[src/design/jcd_pkg.sv]
// Shared types, constants and functions of the JPEG coefficient decoder.
package jcd_pkg;

  localparam int BLOCK_COEFFS     = 64;
  localparam int QUANT_TABLES_DEF = 4;
  localparam int COMPONENTS_DEF   = 4;
  localparam int POS_W            = 6;
  localparam int NPOS_W           = 7;
  localparam int IN_TDATA_W       = 48;
  localparam int OUT_TDATA_W      = 24;

  localparam logic [1:0] KIND_LOAD = 2'd0;
  localparam logic [1:0] KIND_DC   = 2'd1;
  localparam logic [1:0] KIND_AC   = 2'd2;

  localparam logic [POS_W-1:0] LAST_POS = POS_W'(BLOCK_COEFFS - 1);

  // One decoded symbol on its way to the scaling stage.
  typedef struct packed {
    logic [POS_W-1:0]   pos;
    logic signed [15:0] value;
    logic               last;
    logic               overrun;
    logic               zero_step;
  } sym_t;

  // Quantization store access for one transaction; selects are {table, position}.
  typedef struct packed {
    logic       wr_en;
    logic       rd_en;
    logic [7:0] wr_sel;
    logic [7:0] rd_sel;
    logic [7:0] wr_data;
  } ram_req_t;

  // Decodes the JPEG magnitude bits of the given size; a clear top bit gives a negative value.
  function automatic logic signed [15:0] decode_magnitude(input logic [3:0] size,
                                                          input logic [14:0] raw);
    logic [15:0] mask;
    logic [15:0] bits;
    mask = (16'd1 << size) - 16'd1;
    bits = {1'b0, raw} & mask;
    if (size == 4'd0) begin
      decode_magnitude = 16'sd0;
    end else if (bits[size - 4'd1]) begin
      decode_magnitude = $signed(bits);
    end else begin
      decode_magnitude = $signed(bits - mask);
    end
  endfunction

endpackage

[src/design/jcd_quant_ram.sv]
// Quantization table store with one write and one registered read port.
module jcd_quant_ram import jcd_pkg::*; #(
  parameter int QUANT_TABLES = QUANT_TABLES_DEF
) (
  input  logic     clk,
  input  ram_req_t req,
  output logic [7:0] rdata
);

  localparam int DEPTH  = QUANT_TABLES * BLOCK_COEFFS;
  localparam int ADDR_W = $clog2(DEPTH);

  logic [7:0] mem [DEPTH];
  logic [7:0] rdata_r;

  always_ff @(posedge clk) begin
    if (req.wr_en) begin
      mem[ADDR_W'(req.wr_sel)] <= req.wr_data;
    end
  end

  always_ff @(posedge clk) begin
    if (req.rd_en) begin
      rdata_r <= mem[ADDR_W'(req.rd_sel)];
    end
  end

  assign rdata = rdata_r;

endmodule

[src/design/jcd_symbol_stage.sv]
// Symbol decode: block position tracking, DC prediction and store addressing.
module jcd_symbol_stage import jcd_pkg::*; #(
  parameter int QUANT_TABLES = QUANT_TABLES_DEF,
  parameter int COMPONENTS   = COMPONENTS_DEF
) (
  input  logic                  clk,
  input  logic                  rst_n,
  input  logic                  in_tvalid,
  output logic                  in_tready,
  input  logic [1:0]            in_tuser,
  input  logic [IN_TDATA_W-1:0] in_tdata,
  input  logic                  s2_ready,
  output logic                  s1_valid,
  output sym_t                  s1_sym,
  output ram_req_t              ram_req
);

  localparam int CMP_AW = (COMPONENTS > 1) ? $clog2(COMPONENTS) : 1;

  logic              s1_valid_r, s1_valid_nxt;
  sym_t              s1_r, s1_nxt;
  logic [NPOS_W-1:0] npos_r, npos_nxt;
  logic [1:0]        act_r, act_nxt;
  logic [15:0]       pred_r [COMPONENTS];

  logic               fire;
  logic [1:0]         kind;
  logic [1:0]         table_select;
  logic [1:0]         component;
  logic [7:0]         run_size;
  logic [14:0]        extra_bits;
  logic [5:0]         quant_index;
  logic [7:0]         quant_value;
  logic signed [15:0] mag;
  logic               comp_ok;
  logic               sel_tbl_ok;
  logic               act_tbl_ok;
  logic [15:0]        pred_rd;
  logic [15:0]        dc_sum;
  logic [NPOS_W-1:0]  ac_pos;
  logic               pred_we;

  assign kind         = in_tuser;
  assign table_select = in_tdata[1:0];
  assign component    = in_tdata[3:2];
  assign run_size     = in_tdata[11:4];
  assign extra_bits   = in_tdata[26:12];
  assign quant_index  = in_tdata[32:27];
  assign quant_value  = in_tdata[40:33];

  assign in_tready = !s1_valid_r || s2_ready;
  assign fire      = in_tvalid && in_tready;

  assign mag        = decode_magnitude(run_size[3:0], extra_bits);
  assign comp_ok    = 32'(component) < COMPONENTS;
  assign sel_tbl_ok = 32'(table_select) < QUANT_TABLES;
  assign act_tbl_ok = 32'(act_r) < QUANT_TABLES;
  assign pred_rd    = comp_ok ? pred_r[CMP_AW'(component)] : 16'd0;
  assign dc_sum     = pred_rd + mag;
  assign ac_pos     = npos_r + NPOS_W'(run_size[7:4]);

  always_comb begin
    s1_nxt          = s1_r;
    s1_valid_nxt    = s1_valid_r && !s2_ready;
    npos_nxt        = npos_r;
    act_nxt         = act_r;
    pred_we         = 1'b0;
    ram_req.wr_en   = 1'b0;
    ram_req.rd_en   = fire;
    ram_req.wr_sel  = {table_select, quant_index};
    ram_req.rd_sel  = {act_r, 6'd0};
    ram_req.wr_data = quant_value;
    if (fire) begin
      s1_nxt.pos       = '0;
      s1_nxt.value     = 16'sd0;
      s1_nxt.last      = 1'b0;
      s1_nxt.overrun   = 1'b0;
      s1_nxt.zero_step = 1'b1;
      case (kind)
        KIND_LOAD: begin
          ram_req.wr_en = sel_tbl_ok;
        end
        KIND_DC: begin
          s1_valid_nxt     = 1'b1;
          s1_nxt.value     = $signed(dc_sum);
          s1_nxt.zero_step = !sel_tbl_ok || (dc_sum == 16'd0);
          ram_req.rd_sel   = {table_select, 6'd0};
          pred_we          = comp_ok;
          npos_nxt         = NPOS_W'(1);
          act_nxt          = table_select;
        end
        KIND_AC: begin
          if (npos_r != '0) begin
            s1_valid_nxt = 1'b1;
            if (run_size == 8'd0) begin
              // End of block: a zero at the next position closes it.
              s1_nxt.pos  = npos_r[POS_W-1:0];
              s1_nxt.last = 1'b1;
              npos_nxt    = '0;
            end else if (ac_pos > NPOS_W'(BLOCK_COEFFS - 1)) begin
              s1_nxt.pos     = LAST_POS;
              s1_nxt.last    = 1'b1;
              s1_nxt.overrun = 1'b1;
              npos_nxt       = '0;
            end else begin
              s1_nxt.pos       = ac_pos[POS_W-1:0];
              s1_nxt.value     = mag;
              s1_nxt.zero_step = !act_tbl_ok || (mag == 16'sd0);
              ram_req.rd_sel   = {act_r, ac_pos[POS_W-1:0]};
              if (ac_pos[POS_W-1:0] == LAST_POS) begin
                s1_nxt.last = 1'b1;
                npos_nxt    = '0;
              end else begin
                npos_nxt = ac_pos + NPOS_W'(1);
              end
            end
          end
        end
        default: begin
        end
      endcase
    end
  end

  always_ff @(posedge clk) begin
    if (!rst_n) begin
      s1_valid_r <= 1'b0;
      npos_r     <= '0;
      act_r      <= '0;
      for (int i = 0; i < COMPONENTS; i++) begin
        pred_r[i] <= '0;
      end
    end else begin
      s1_valid_r <= s1_valid_nxt;
      npos_r     <= npos_nxt;
      act_r      <= act_nxt;
      if (pred_we) begin
        pred_r[CMP_AW'(component)] <= dc_sum;
      end
    end
  end

  always_ff @(posedge clk) begin
    s1_r <= s1_nxt;
  end

  assign s1_valid = s1_valid_r;
  assign s1_sym   = s1_r;

endmodule

[src/design/jcd_scale_stage.sv]
// Dequantizing multiply, 16-bit saturation and the result register.
module jcd_scale_stage import jcd_pkg::*; (
  input  logic                   clk,
  input  logic                   rst_n,
  input  logic                   s1_valid,
  input  sym_t                   s1_sym,
  input  logic [7:0]             rdata,
  output logic                   s2_ready,
  output logic                   out_tvalid,
  input  logic                   out_tready,
  output logic [OUT_TDATA_W-1:0] out_tdata,
  output logic                   out_tlast,
  output logic                   out_tuser
);

  logic               out_valid_r, out_valid_nxt;
  logic [POS_W-1:0]   pos_r;
  logic signed [15:0] val_r, val_nxt;
  logic               last_r;
  logic               over_r;
  logic [7:0]         step;
  logic signed [24:0] prod;

  assign s2_ready = !out_valid_r || out_tready;

  // A forced zero step keeps unread or out-of-range entries out of the product.
  assign step = s1_sym.zero_step ? 8'd0 : rdata;
  assign prod = s1_sym.value * $signed({1'b0, step});

  always_comb begin
    if (prod > 25'sd32767) begin
      val_nxt = 16'sd32767;
    end else if (prod < -25'sd32768) begin
      val_nxt = -16'sd32768;
    end else begin
      val_nxt = prod[15:0];
    end
    out_valid_nxt = s2_ready ? s1_valid : out_valid_r;
  end

  always_ff @(posedge clk) begin
    if (!rst_n) begin
      out_valid_r <= 1'b0;
    end else begin
      out_valid_r <= out_valid_nxt;
    end
  end

  always_ff @(posedge clk) begin
    if (s2_ready && s1_valid) begin
      pos_r  <= s1_sym.pos;
      val_r  <= val_nxt;
      last_r <= s1_sym.last;
      over_r <= s1_sym.overrun;
    end
  end

  assign out_tvalid = out_valid_r;
  assign out_tdata  = {2'b00, val_r, pos_r};
  assign out_tlast  = last_r;
  assign out_tuser  = over_r;

endmodule

[src/design/jpeg_coefficient_decode_core.sv]
// Top level of the JPEG baseline coefficient decoder and dequantizer.
//
//   Channel | Group  | Carries
//   --------+--------+---------------------------------------------------
//   input   | in_*   | load, DC or AC symbol transactions
//   result  | out_*  | zigzag position, dequantized coefficient, last, overrun
//
// Each DC or AC symbol of an open block passes through symbol decode with the store read,
// then the multiply and saturation into the result register; one per cycle unless the result stalls.
// The quantization store's registered read port sets the first stage boundary.
// Reset clears the block state, DC predictors and valid flags; the store is not cleared.
// A stalled result holds in its register while a further transaction still enters.
module jpeg_coefficient_decode_core import jcd_pkg::*; #(
  parameter int QUANT_TABLES = QUANT_TABLES_DEF,
  parameter int COMPONENTS   = COMPONENTS_DEF
) (
  input  logic                   clk,
  input  logic                   rst_n,
  input  logic                   in_tvalid,
  output logic                   in_tready,
  // [1:0] kind
  input  logic [1:0]             in_tuser,
  // [1:0] table_select, [3:2] component, [11:4] run_size, [26:12] extra_bits,
  // [32:27] quant_index, [40:33] quant_value, [47:41] zero
  input  logic [IN_TDATA_W-1:0]  in_tdata,
  output logic                   out_tvalid,
  input  logic                   out_tready,
  // [5:0] position, [21:6] coeff_value, [23:22] zero
  output logic [OUT_TDATA_W-1:0] out_tdata,
  output logic                   out_tlast,
  // [0] overrun
  output logic                   out_tuser
);

  logic     s1_valid;
  sym_t     s1_sym;
  ram_req_t ram_req;
  logic     s2_ready;
  logic [7:0] rdata;

  jcd_symbol_stage #(
    .QUANT_TABLES(QUANT_TABLES),
    .COMPONENTS  (COMPONENTS)
  ) u_sym (
    .clk      (clk),
    .rst_n    (rst_n),
    .in_tvalid(in_tvalid),
    .in_tready(in_tready),
    .in_tuser (in_tuser),
    .in_tdata (in_tdata),
    .s2_ready (s2_ready),
    .s1_valid (s1_valid),
    .s1_sym   (s1_sym),
    .ram_req  (ram_req)
  );

  jcd_quant_ram #(
    .QUANT_TABLES(QUANT_TABLES)
  ) u_ram (
    .clk  (clk),
    .req  (ram_req),
    .rdata(rdata)
  );

  jcd_scale_stage u_scale (
    .clk       (clk),
    .rst_n     (rst_n),
    .s1_valid  (s1_valid),
    .s1_sym    (s1_sym),
    .rdata     (rdata),
    .s2_ready  (s2_ready),
    .out_tvalid(out_tvalid),
    .out_tready(out_tready),
    .out_tdata (out_tdata),
    .out_tlast (out_tlast),
    .out_tuser (out_tuser)
  );

endmodule

[config.mk]
export PLATFORM = sky130hd
export DESIGN_NAME = jpeg_coefficient_decode_core
export DESIGN_NICKNAME = d
export VERILOG_FILES = /design/src/design/jcd_pkg.sv /design/src/design/jcd_quant_ram.sv /design/src/design/jcd_symbol_stage.sv /design/src/design/jcd_scale_stage.sv /design/src/design/jpeg_coefficient_decode_core.sv
export SDC_FILE = /design/constraint.sdc
export NUM_CORES = 2
export LEC_CHECK = 0
export ABC_AREA = 1
export ABC_CLOCK_PERIOD_IN_PS = 7500
export BUFFER_PORTS_ARGS = -buffer_cell sky130_fd_sc_hd__buf_2
export CAP_MARGIN = 20
export CELL_PAD_IN_SITES_DETAIL_PLACEMENT = 0
export CELL_PAD_IN_SITES_GLOBAL_PLACEMENT = 2
export CORE_UTILIZATION = 44
export DETAILED_ROUTE_END_ITERATION = 10
export HOLD_SLACK_MARGIN = 0.1
export PLACE_DENSITY_LB_ADDON = 0.1
export SLEW_MARGIN = 40
export SYNTH_ARGS = -nofsm -noshare
export SYNTH_HDL_FRONTEND = slang
export SYNTH_SLANG_ARGS = --single-unit
[constraint.sdc]
create_clock -name clk -period 7.5 [get_ports clk]
set_input_delay 0.75 -clock clk [delete_from_list [all_inputs] [get_ports clk]]
set_output_delay 0.75 -clock clk [all_outputs]
set_load 0.02 [all_outputs]
[Yosys cells after proc, flatten, opt, wreduce, memory -nomap -nowiden]
Memory sizes are Yosys's and may differ from the RTL's. A register that Yosys moved wholly into a read port is not among the register bits.
Cells that the tools add are included.
Operators by class
  muxes and demuxes: 45
  multipliers: 1
  reductions and logical operators: 20
  divide/modulo/power cells: 0
  $lt $le $gt $ge: 4
  bitwise gates (word level): 3
  equality and inequality tests: 4
  $add $sub $neg: 6
  shifts and indexed selects: 1
Operators with widths (number)
  $mux W16: 6
  $logic_not A16 Y1: 2
  $pmux W16 S2: 1
  $mux W6: 5
  $mux W7: 4
  $gt A25 B16 Y1 const B: 1
  $lt A25 B16 Y1 const B: 1
  $mul A16 B9 Y25: 1
  $mux W1: 19
  $mux W19: 1
  $add A16 B16 Y16: 1
  $and A15 B16 Y16: 1
  $mux W8: 2
  $pmux W8 S2: 1
  $reduce_or A16 Y1: 1
  $shl A1 B4 Y16 const A: 1
  $sub A16 B1 Y16 const B: 1
  $sub A16 B16 Y16: 1
  $pmux W7 S2: 1
  $logic_not A8 Y1: 1
  $add A7 B1 Y7 const B: 1
  $add A7 B4 Y7: 1
  $gt A7 B6 Y1 const B: 1
  $reduce_bool A7 Y1: 1
  19 further kinds: 28
Word-level totals
  bits in registers: 60
  bits in latches: 0
  memory bits (read-only): 0
  bits of input ports: 54
  memory bits (writable): 2112
  memories: 2
  output and inout bits: 28
  word-level logic and storage cells: 99
Memories
  u_ram.mem: words 256, bits a word 8, rd ports 1, clocked after memory_dff 1, wr ports 1, line jcd_quant_ram.sv:13  | logic [7:0] mem [DEPTH];
  u_sym.pred_r: words 4, bits a word 16, rd ports 1, clocked after memory_dff 0, wr ports 4, line jcd_symbol_stage.sv:24  | logic [15:0] pred_r [COMPONENTS];

[Depth between registers and ports, before layout]
  depth after elaboration: 12
  depth in mapped cells: 39
  mapped depth without buffers: 37

[Hierarchy]
A second synthesis with hierarchy kept.
Second synthesis, totals
  cell total of the unflattened synthesis: 8742
  area total of the unflattened synthesis: 96605.2 sq um
Modules (own cells, without submodules)
  jcd_quant_ram: sequential area each 61739.2 sq um, instances 1, cells an instance 7003, area each 83476.3 sq um
  jcd_symbol_stage: sequential area each 2872.8 sq um, instances 1, cells an instance 957, area each 7209.4 sq um
  jcd_scale_stage: sequential area each 740.7 sq um, instances 1, cells an instance 782, area each 5919.4 sq um

[Least setup slack after synthesis]
Ideal clock, no wire load.
  path kind: flip-flop to flip-flop
  from: reg u_sym.s1_r, in the netlist u_sym.s1_sym[0]
  to: reg u_scale.val_r[10] (data pin)
  setup slack: 1.607 ns
  buffers on the path: 2
  arrival time: 5.625 ns
  cell stages (with the launch flop): 30
  required time: 7.232 ns
  clock period less this slack: 5.893 ns
  library setup time: 0.268 ns
  cell sequence: edfxtp_1 > inv_1 > nand2_1 > inv_1 > clkbuf_1 > nand2_1 > fa_1 > inv_1 > fa_1 > fa_1 > inv_1 > fa_1 > inv_1 > ha_1 > inv_1 > nor3_1 > nand2_1 > o211ai_1 > nand2_1 > nand2_1 > a21oi_1 > o21ai_0 > nand3_1 > nand2_1 > a31oi_1 > o21ai_0 > xor2_1 > a41o_1 > clkbuf_1 > nand2_1
On the way
  longest elaborated chain between the ends: 4
  elaborated cells between the ends (all ways): 5
  those cells by class: mul: 1; order compare: 2; mux: 2
RTL lines
  start, declared: line jcd_symbol_stage.sv:21  | sym_t s1_r, s1_nxt;
  start signal, assigned: line jcd_symbol_stage.sv:144  | s1_r <= s1_nxt;
  $mux W8 *: line jcd_scale_stage.sv:27  | assign step = s1_sym.zero_step ? 8'd0 : rdata;
  $mul A16 B9 Y25 *: line jcd_scale_stage.sv:28  | assign prod = s1_sym.value * $signed({1'b0, step});
  $lt A25 B16 Y1: line jcd_scale_stage.sv:33  | end else if (prod < -25'sd32768) begin
  $mux W16: line jcd_scale_stage.sv:33
  end signal, assigned: line jcd_scale_stage.sv:52  | val_r <= val_nxt;
  end, declared: line jcd_scale_stage.sv:18  | logic signed [15:0] val_r, val_nxt;
Mark *: on every way between the ends. The rest lies on a longest branch, timed or not.
A chain may end at the register's enable or synchronous reset.

[Worst setup path after layout]
  from: reg u_sym.s1_r, in the netlist u_sym.s1_sym[0]
  to: reg u_scale.val_r[11] (data pin)
Same word-level chain as after synthesis.

==> impl_metrics.tcl <==
set metrics [dict create \
    grt_pass1_wl_um 406000 \
    ys_seq_elements 2180 \
    antenna_found_initial 10 \
    boundaryPins 82 \
    cts_hold_buf 0 \
    cts_post_setup_buffers_inserted 0 \
    ant_nets 0 \
    synth-compound-area-share 0.0747 \
    synth_warnings 0 \
    cts_max_level 4 \
    root_buffer "clkbuf_16" \
    synth_top_family_by_area "simple AND/OR/NAND/NOR gates" \
    drt_iter0_drc 5937 \
    path_class "flop to flop" \
    p_per_area_nw_per_um2 245 \
    syn_inst 8040 \
    yosys.area_share.simple 0.173 \
    initial_utilization 0.442 \
    rsz0062_at_grt "false" \
    netlist_area_sq_um 96000 \
    cts_tree "done" \
    max_freq_mhz 154 \
    grt_use_total 0.251 \
    crit_arrival_ps 7070 \
    p_leak_nw 35.9 \
    path_max_fanout 15 \
    n_fill_cell 19212 \
    setup_viol 0 \
    end_kind "flop" \
    crit_path_start_kind "flop" \
    first_pass_iters 7 \
    period_share 0.867 \
    dieArea_sq_um 220000 \
    drc 0 \
    yosysSeqAreaShare 0.681 \
    hold_slack_ps 209 \
    synthAdderAreaFrac 0.0317 \
    ff2ff_path_depth 27 \
    portBuffers 72 \
    area_growth_syn_to_layout_pct 11.5 \
    worstPathRequired_ps 8070 \
    max-slew-margin-rel 0.338 \
    cp_top_family "adder cells" \
    max_cap_viol_count 0 \
    hold_path_depth 4 \
    multi_input_area_sq_um 27400 \
    clkLatencyLatePin_ps 880 \
    clockBufferDepth 3 \
    slowest_delay_ps 550 \
    finalSetupTns_ps 0 \
    hold_viol_final 0 \
    dp_hpwl_um 163000 \
    synthTopCellsByArea "edfxtp_1 (68%), nand3_1 (5.9%), nor2_1 (5.8%)" \
    hold_class "input pin to flop" \
    cpMostUsedCell "nand2_1" \
    synth_area_per_cell_sq_um 11.9 \
    clock-sinks 2180 \
    maxSlewViolCount 0 \
    final_common_cell "edfxtp_1" \
    gr-total-overflow 0 \
    run_status "finished, final reports clean" \
    rows 171 \
    ir_drop_v 0.000211 \
    crit_slowest_cell "fa_1" \
    drive_gt1_frac 0.104 \
    synth_top_flop_cell "edfxtp_1" \
    die_x_um 469 \
    yosys.area.top_type "edfxtp_1" \
    layout.nets 8224 \
    cts_made_buffers 227 \
    vias_per_cell 5.60 \
    synth_xor_area_frac 0.00364 \
    via_count 61794 \
    tightest_slew_ps 993 \
    grt_pass1_vias 59969 \
    die_h_um 469 \
    ys_types 52 \
    synth_mux_area_frac 0 \
    seqCellArea_sq_um 65400 \
    synth_top_area_frac 0.679 \
    core_area_sq_um 217000 \
    path_buf_inv 6 \
    synth-edff-count 2169 \
    fin_util 0.493 \
    wire_per_inst_um 25.1 \
    skew_ps 39.4 \
    cts_resized 0 \
    grt_start_max_net_pins 159 \
    final_cell_mix "edfxtp_1 (2169), nor2_1 (1426), nand3_1 (1123), o21ai_0 (526), o211ai_1 (492)" \
    place_congestion 0.841 \
    cp_num_cells 27 \
    clk_pin_slew_ps 60 \
    synthArstFlopShare 0 \
    routed_wl_um 277000 \
    min_period_ps 6500 \
]
-- cells by family (layout without fill, tap and decap cells) --
logic type | Yosys count | in the layout
flops | 2180 | 2180
fa+ha+maj | 181 | 181
xor+xnor | 39 | 39
buf+inv | 838 | 983
compound gates | 1163 | 1163
simple gates | 3638 | 3638
other cells | 1 | 6
-- cells in the mapped netlist (all sizes together), types with 2 or more instances --
cell type,instances
o22ai,37
o21ai,545
xnor2,14
nor3,16
clkbuf,264
fa,104
a221oi,3
nor4,6
nand2,458
clkinv,4
nand4,27
a31oi,4
nand3b,8
nor2,1500
a32oi,5
ha,77
or2,488
a21oi,68
o211ai,492
nand3,1132
inv,318
buf,252
o221ai,3
edfxtp,2169
xor2,25
a211oi,2
dfxtp,11
-- worst reg2reg max path, delay by kind of cell (launching register included) --
family,cells,cell delay [ps]
AOI/OAI and AO/OA,6,1320
and+or+nand+nor,9,1130
buffers and inverters,6,800
DFF,1,360
adders and majority gates,5,2380
xor gates and xnor gates,1,240
-- area by class of cell --
type | instances | share of cell area
clock inverter | 144 | 0.0113
multi-input combinational | 5023 | 0.256
antenna | 4 | 0.0000935
timing repair buffer | 235 | 0.0211
tap | 2854 | 0.0334
inverter | 322 | 0.0115
sequential | 2180 | 0.611
clock buffer | 282 | 0.0558
-- flip-flops by register name, summed over array words and instances (netlist names) --
signal / flops
u_sym.s1_sym: 25
u_sym.s1_valid: 1
u_scale.val_r: 16
u_sym.act_r: 2
u_scale.out_tuser: 1
u_sym.npos_r: 7
u_scale.pos_r: 6
u_sym.pred_r: 64
u_ram.rdata: 8
u_scale.out_tvalid: 1
u_ram.mem: 2048
u_scale.out_tlast: 1
-- per-layer routing --
| metal | wire length, um | global-route usage | share of wire | vias up |
|---|---|---|---|---|
| li1 | - | - | - | 28770 |
| met1 | 125000 | 0.360 | 0.45 | 30958 |
| met2 | 130000 | 0.403 | 0.47 | 1722 |
| met3 | 15400 | 0.0369 | 0.055 | 344 |
| met4 | 5740 | 0.0581 | 0.021 | 0 |
| met5 | 0 | 0 | 0 | - |
-- final timing paths --
path	slack, ps	from	end
max	1000	u_sym.s1_sym[0]$_DFFE_PP_	u_scale.val_r[11]$_SDFFCE_PN1P_
min	210	out_tready	u_scale.out_tvalid$_SDFFE_PN0P_
max reg2reg	1000	u_sym.s1_sym[0]$_DFFE_PP_	u_scale.val_r[11]$_SDFFCE_PN1P_
min reg2reg	420	u_sym.s1_sym[20]$_SDFFCE_PN0P_	u_scale.pos_r[1]$_DFFE_PP_
-- report_power, final --
group	switching, mW	internal, mW	leakage [nW]	total [mW]
logic	1.26	0.499	12.7	1.75
registers	0.0236	13.5	19.7	13.5
clock network	4.75	6.19	3.53	10.9
total	6.03	20.2	35.9	26.2
-- per-stage QoR --
| stage | area, sq um | instances | power, mW | worst slack, ps |
|---|---|---|---|---|
| 2_1_floorplan | 96000 | 8041 | 14.8 | 1610 |
| 3_3_place_gp | 99300 | 10601 | 15.5 | 734 |
| 3_5_place_dp | 99500 | 10604 | 15.5 | 744 |
| 4_1_cts | 107000 | 11030 | 26.4 | 913 |
| 5_1_grt | 107000 | 11042 | 27.0 | 460 |
| 6_report | 107000 | 11044 | 26.2 | 999 |
Power figures use the tool's default switching activity.
